File: src/sv/assert_macros.svh
// ----------------------------------------------------------------------------
// Assertion macros
// Shared concurrent assertion forms, clocked on clk_i, off during reset.
// ----------------------------------------------------------------------------
`ifndef ASSERT_MACROS_SVH
`define ASSERT_MACROS_SVH

// hold prop at every clock edge outside reset
`define FCLB_ASSERT(lbl, prop, msg) \
  lbl: assert property (@(posedge clk_i) disable iff (!rst_ni) prop) else $error(msg);

// flag expr whenever it goes true outside reset
`define FCLB_NEVER(lbl, expr, msg) \
  `FCLB_ASSERT(lbl, !(expr), msg)

`endif

File: src/sv/fclb_pkg.sv
// ----------------------------------------------------------------------------
// fclb_pkg
// Types and constants of the circulation-with-lower-bounds solver.
// ----------------------------------------------------------------------------
`default_nettype none

package fclb_pkg;

  localparam int unsigned NODE_W        = 6;
  localparam int unsigned BOUND_W       = 20;
  localparam int unsigned IDX_W         = 6;
  localparam int unsigned ARCS_PER_EDGE = 6;
  localparam int unsigned STACK_DEPTH   = 64;
  localparam int unsigned SAW           = 6;

  localparam int unsigned DEF_MAX_NODES = 62;
  localparam int unsigned DEF_MAX_EDGES = 64;
  localparam int unsigned DEF_CAP_BITS  = 20;

  localparam logic [NODE_W-1:0] NODE_COUNT_RST = 6'd62;

  typedef enum logic [1:0] {
    ST_OK     = 2'd0,
    ST_NOCIRC = 2'd1,
    ST_BAD    = 2'd2
  } status_e;

  typedef enum logic [5:0] {
    S_IDLE, S_LD_RD, S_LD_WR, S_RUN,
    S_BF_START, S_BF_POP, S_BF_POPW, S_BF_LIST, S_BF_ARC, S_BF_ARCW,
    S_DF_INIT, S_DF_PATH, S_DF_NODE, S_DF_CUR, S_DF_SCAN, S_DF_SCANW, S_DF_LVLW,
    S_DF_RET, S_DF_RETW, S_DF_RETC, S_DF_RETN,
    S_PU_RD, S_PU_W, S_PU_A, S_PU_B,
    S_CK_RD, S_CK_W, S_CK_DONE,
    S_EM_ST, S_OUT_A, S_OUT_B, S_OUT_C, S_CLEAR
  } state_e;

  typedef struct packed {
    logic                 valid;
    status_e              status;
    logic [IDX_W-1:0]     idx;
    logic [BOUND_W-1:0]   flow;
    logic                 last;
  } res_t;

endpackage

`default_nettype wire

File: src/sv/fclb_obuf.sv
// ----------------------------------------------------------------------------
// fclb_obuf
// Output register stage between the solver and the result stream.
// ----------------------------------------------------------------------------
`default_nettype none

module fclb_obuf (
  input  wire logic          clk_i,
  input  wire logic          rst_ni,
  input  fclb_pkg::res_t     res_i,
  output logic               res_ready_o,
  output logic               m_axis_tvalid,
  input  wire logic          m_axis_tready,
  output logic [31:0]        m_axis_tdata,   // edge_index[5:0], edge_flow[25:6]
  output logic [1:0]         m_axis_tuser,   // status[1:0]
  output logic               m_axis_tlast
);
  import fclb_pkg::*;

  logic full_q;
  res_t word_q;

  assign res_ready_o = !full_q || m_axis_tready;

  always_ff @(posedge clk_i or negedge rst_ni) begin
    if (!rst_ni) begin
      full_q <= 1'b0;
    end else if (res_i.valid && res_ready_o) begin
      full_q <= 1'b1;
    end else if (m_axis_tready) begin
      full_q <= 1'b0;
    end
  end

  always_ff @(posedge clk_i) begin
    if (res_i.valid && res_ready_o) begin
      word_q <= res_i;
    end
  end

  assign m_axis_tvalid = full_q;
  assign m_axis_tdata  = {6'd0, word_q.flow, word_q.idx};
  assign m_axis_tuser  = word_q.status;
  assign m_axis_tlast  = word_q.last;

endmodule

`default_nettype wire

File: config.mk
export PLATFORM = sky130hd
export DESIGN_NAME = fclb_obuf
export DESIGN_NICKNAME = d
export VERILOG_FILES = /design/src/sv/assert_macros.svh /design/src/sv/fclb_pkg.sv /design/src/sv/fclb_obuf.sv
export SDC_FILE = /design/constraint.sdc
export NUM_CORES = 1
export LEC_CHECK = 0
export BUFFER_PORTS_ARGS = -buffer_cell sky130_fd_sc_hd__buf_2
export CORE_ASPECT_RATIO = 1.1
export CORE_MARGIN = 2
export CORE_UTILIZATION = 35
export DETAILED_ROUTE_END_ITERATION = 7
export GPL_TIMING_DRIVEN = 0
export PLACE_DENSITY = 0.76
export SYNTH_ARGS = -nofsm -noshare
export SYNTH_HDL_FRONTEND = slang
export SYNTH_SLANG_ARGS = --single-unit
File: constraint.sdc
create_clock -name clk_i -period 1 [get_ports clk_i]
set_input_delay 0 -clock clk_i [delete_from_list [all_inputs] [get_ports clk_i]]
set_output_delay 0 -clock clk_i [all_outputs]
set_load 0.05 [all_outputs]
==> flow_summary_export.csv <==
group,metric,value,unit
drt,drc,0,
timing,finalSetupViolCount,30,
synth,synth_cell_types,7,
clocking,cts.clk_slew.worst_paths,80,ps
die,core_area,2703,um2
drt,via_per_inst,4.130,
setup_path,worstSetupStartpointType,"register",
drt,ant_nets,0,
setup_path,crit_arrival,1080,ps
die,die_y,59.31,um
timing,final_hold_viol_count,0,
clocking,clockRootBuffer,"clkbuf_4",
timing,fin_tns_setup,-918.1,ps
job,drv_cap,0,
power_and_ir_drop,power.leakage,0.7851,nW
clocking,cts.sinks,30,
drt,routed_wl,2365,um
synth,synth_seq_cells,30,
timing,slew_violations,0,
layout,final_util,0.6523,
synth,seq_area_frac_synth,0.9203,
synth,synth_area,973.4,um2
clocking,cts_buffers,5,
layout,n_antenna_cell,0,
clocking,cts_max_path_buffers,2,
drt,drt_iter0_drc,9,
timing,period_share,1.041,
global_routing,antenna_found_initial,0,
die,io_pins,70,
timing,fmax,0.9603,GHz
global_routing,grt_overflow,0,
setup_path,cp_max_fo,8,
layout,area_delta_synth_final,81.11,%
global_routing,grt_pass1_vias,760,
layout,layout_commonest_cell,"buf_2",
timing,finClkSkew,1.348,ps
die,initial_core_util,0.3602,
layout,final_cell_mix,"buf_2 (62), dlygate4sd3_1 (33), edfxtp_1 (29)",
setup_path,worstSetupPathType,"register to register",
global_routing,grt_max_degree,10,
timing,fin_crit,1041,ps
timing,rsz0062_at_grt,"yes",
global_routing,grt_pass1_wl,3332,um
drt,avgRoutedWirePerCell,12.78,um
layout,layout-drive-gt1-share,0.5329,
min_path,min_path_type,"input port to register",
synth,syn_avg_cell_area,24.34,um2
run_status,violations,"negative setup slack",
placement,placed_cells,141,
power_and_ir_drop,power_density,1539,nW/um2
die,row_count,20,
power_and_ir_drop,finalPower,2.713,mW
run_status,status,"finished with violations",
setup_path,critPathCaptureType,"register",
global_routing,grtUsageTotal,0.1623,
synth,yosys_warnings,0,
clocking,cts_tree,"built",
placement,dp_slack,-213.1,ps
clocking,cts_max_level,2,
drt,firstDrtPassIters,4,
drt,vias,764,
timing,setup_ws,-41.29,ps
power_and_ir_drop,ir_drop,0.0008862,V
layout,fin_cells,185,
placement,port_buffers,63,
placement,gp_congestion,0.5985,
synth,netlist_instances,40,
clocking,clk-insertion-delay-late,320,ps
die,dieArea,3220,um2
layout,fin_nets,184,
die,die-width,54.29,um
setup_path,required,1030,ps
[critical path, cell delays in order (launching register included)]
cell and delay [ps]:
dfrtp_2 430, nand2b_4 110, and2_4 220
[routing by layer]
layer / vias up / global-route usage / share of wire
li1: 366 / - / -
met1: 339 / 0.1363 / 0.32
met2: 51 / 0.2857 / 0.53
met3: 8 / 0.07323 / 0.12
met4: 0 / 0.1179 / 0.033
met5: - / 0 / 0
[cells by family after synthesis]
family,after synthesis,share of synthesized area
and+or+nand+nor,3,0.02957
DFF,30,0.9203
other,1,0.003852
buffers and inverters,6,0.04627
[through the flow]
stage,instance area [um2],hold slack (ps)
floorplan,993.5,-295.6
global placement,1350,-226.0
detailed placement,1350,-221.6
CTS,1763,370.9
global route,1763,373.7
finish,1763,381.4
[flip-flops by register name, indices dropped and copies added, names as in the netlist]
| signal | cells |
|---|---|
| m_axis_tdata | 26 |
| m_axis_tuser | 2 |
| m_axis_tlast | 1 |
| m_axis_tvalid | 1 |
[Yosys cell counts]
cell type,instances,share of area
and2_4,1,0.0090
buf_4,6,0.046
conb_1,1,0.0039
dfrtp_1,1,0.026
edfxtp_1,29,0.89
nand2b_1,1,0.0064
nand2b_4,1,0.014
[power breakdown]
| group | switching (mW) | internal, mW |
|---|---|---|
| Sequential | 0.0177 | 1.46 |
| Combinational | 0.389 | 0.211 |
| Clock | 0.373 | 0.263 |
| Total | 0.780 | 1.93 |
[path summary, 6_finish.rpt]
path / depth (start not counted) / slack, ps / end / from
max in group asynchronous: 3 / 370 / m_axis_tvalid$_DFFE_PN0P_ / rst_ni
max reg2reg: 2 / -40 / m_axis_tdata[6]$_DFFE_PP_ / m_axis_tvalid$_DFFE_PN0P_
min reg2reg: 2 / 580 / m_axis_tvalid$_DFFE_PN0P_ / m_axis_tvalid$_DFFE_PN0P_
min in group asynchronous: 3 / 520 / m_axis_tvalid$_DFFE_PN0P_ / rst_ni
min: 2 / 380 / m_axis_tdata[21]$_DFFE_PP_ / res_i[16]
max: 2 / -40 / m_axis_tdata[6]$_DFFE_PP_ / m_axis_tvalid$_DFFE_PN0P_
[cell type report]
type	count	area [um2]
Clock inverter	2	8.758
Buffer	6	45.04
Multi-Input combinational cell	12	77.57
Tap cell	33	41.29
Sequential cell	30	897.1
Timing Repair Buffer	96	651.9
Fill cell	200	939.7
Clock buffer	6	41.29
[repair_timing]
item,in CTS,in global routing
setup endpoints to repair,30,31
hold buffers,33,0
gates resized for setup,5,0
pin swaps,2,0
setup buffers,0,0
gates cloned,3,0
endpoints found under the hold margin,31,0
(Power assumes the default switching activity.)
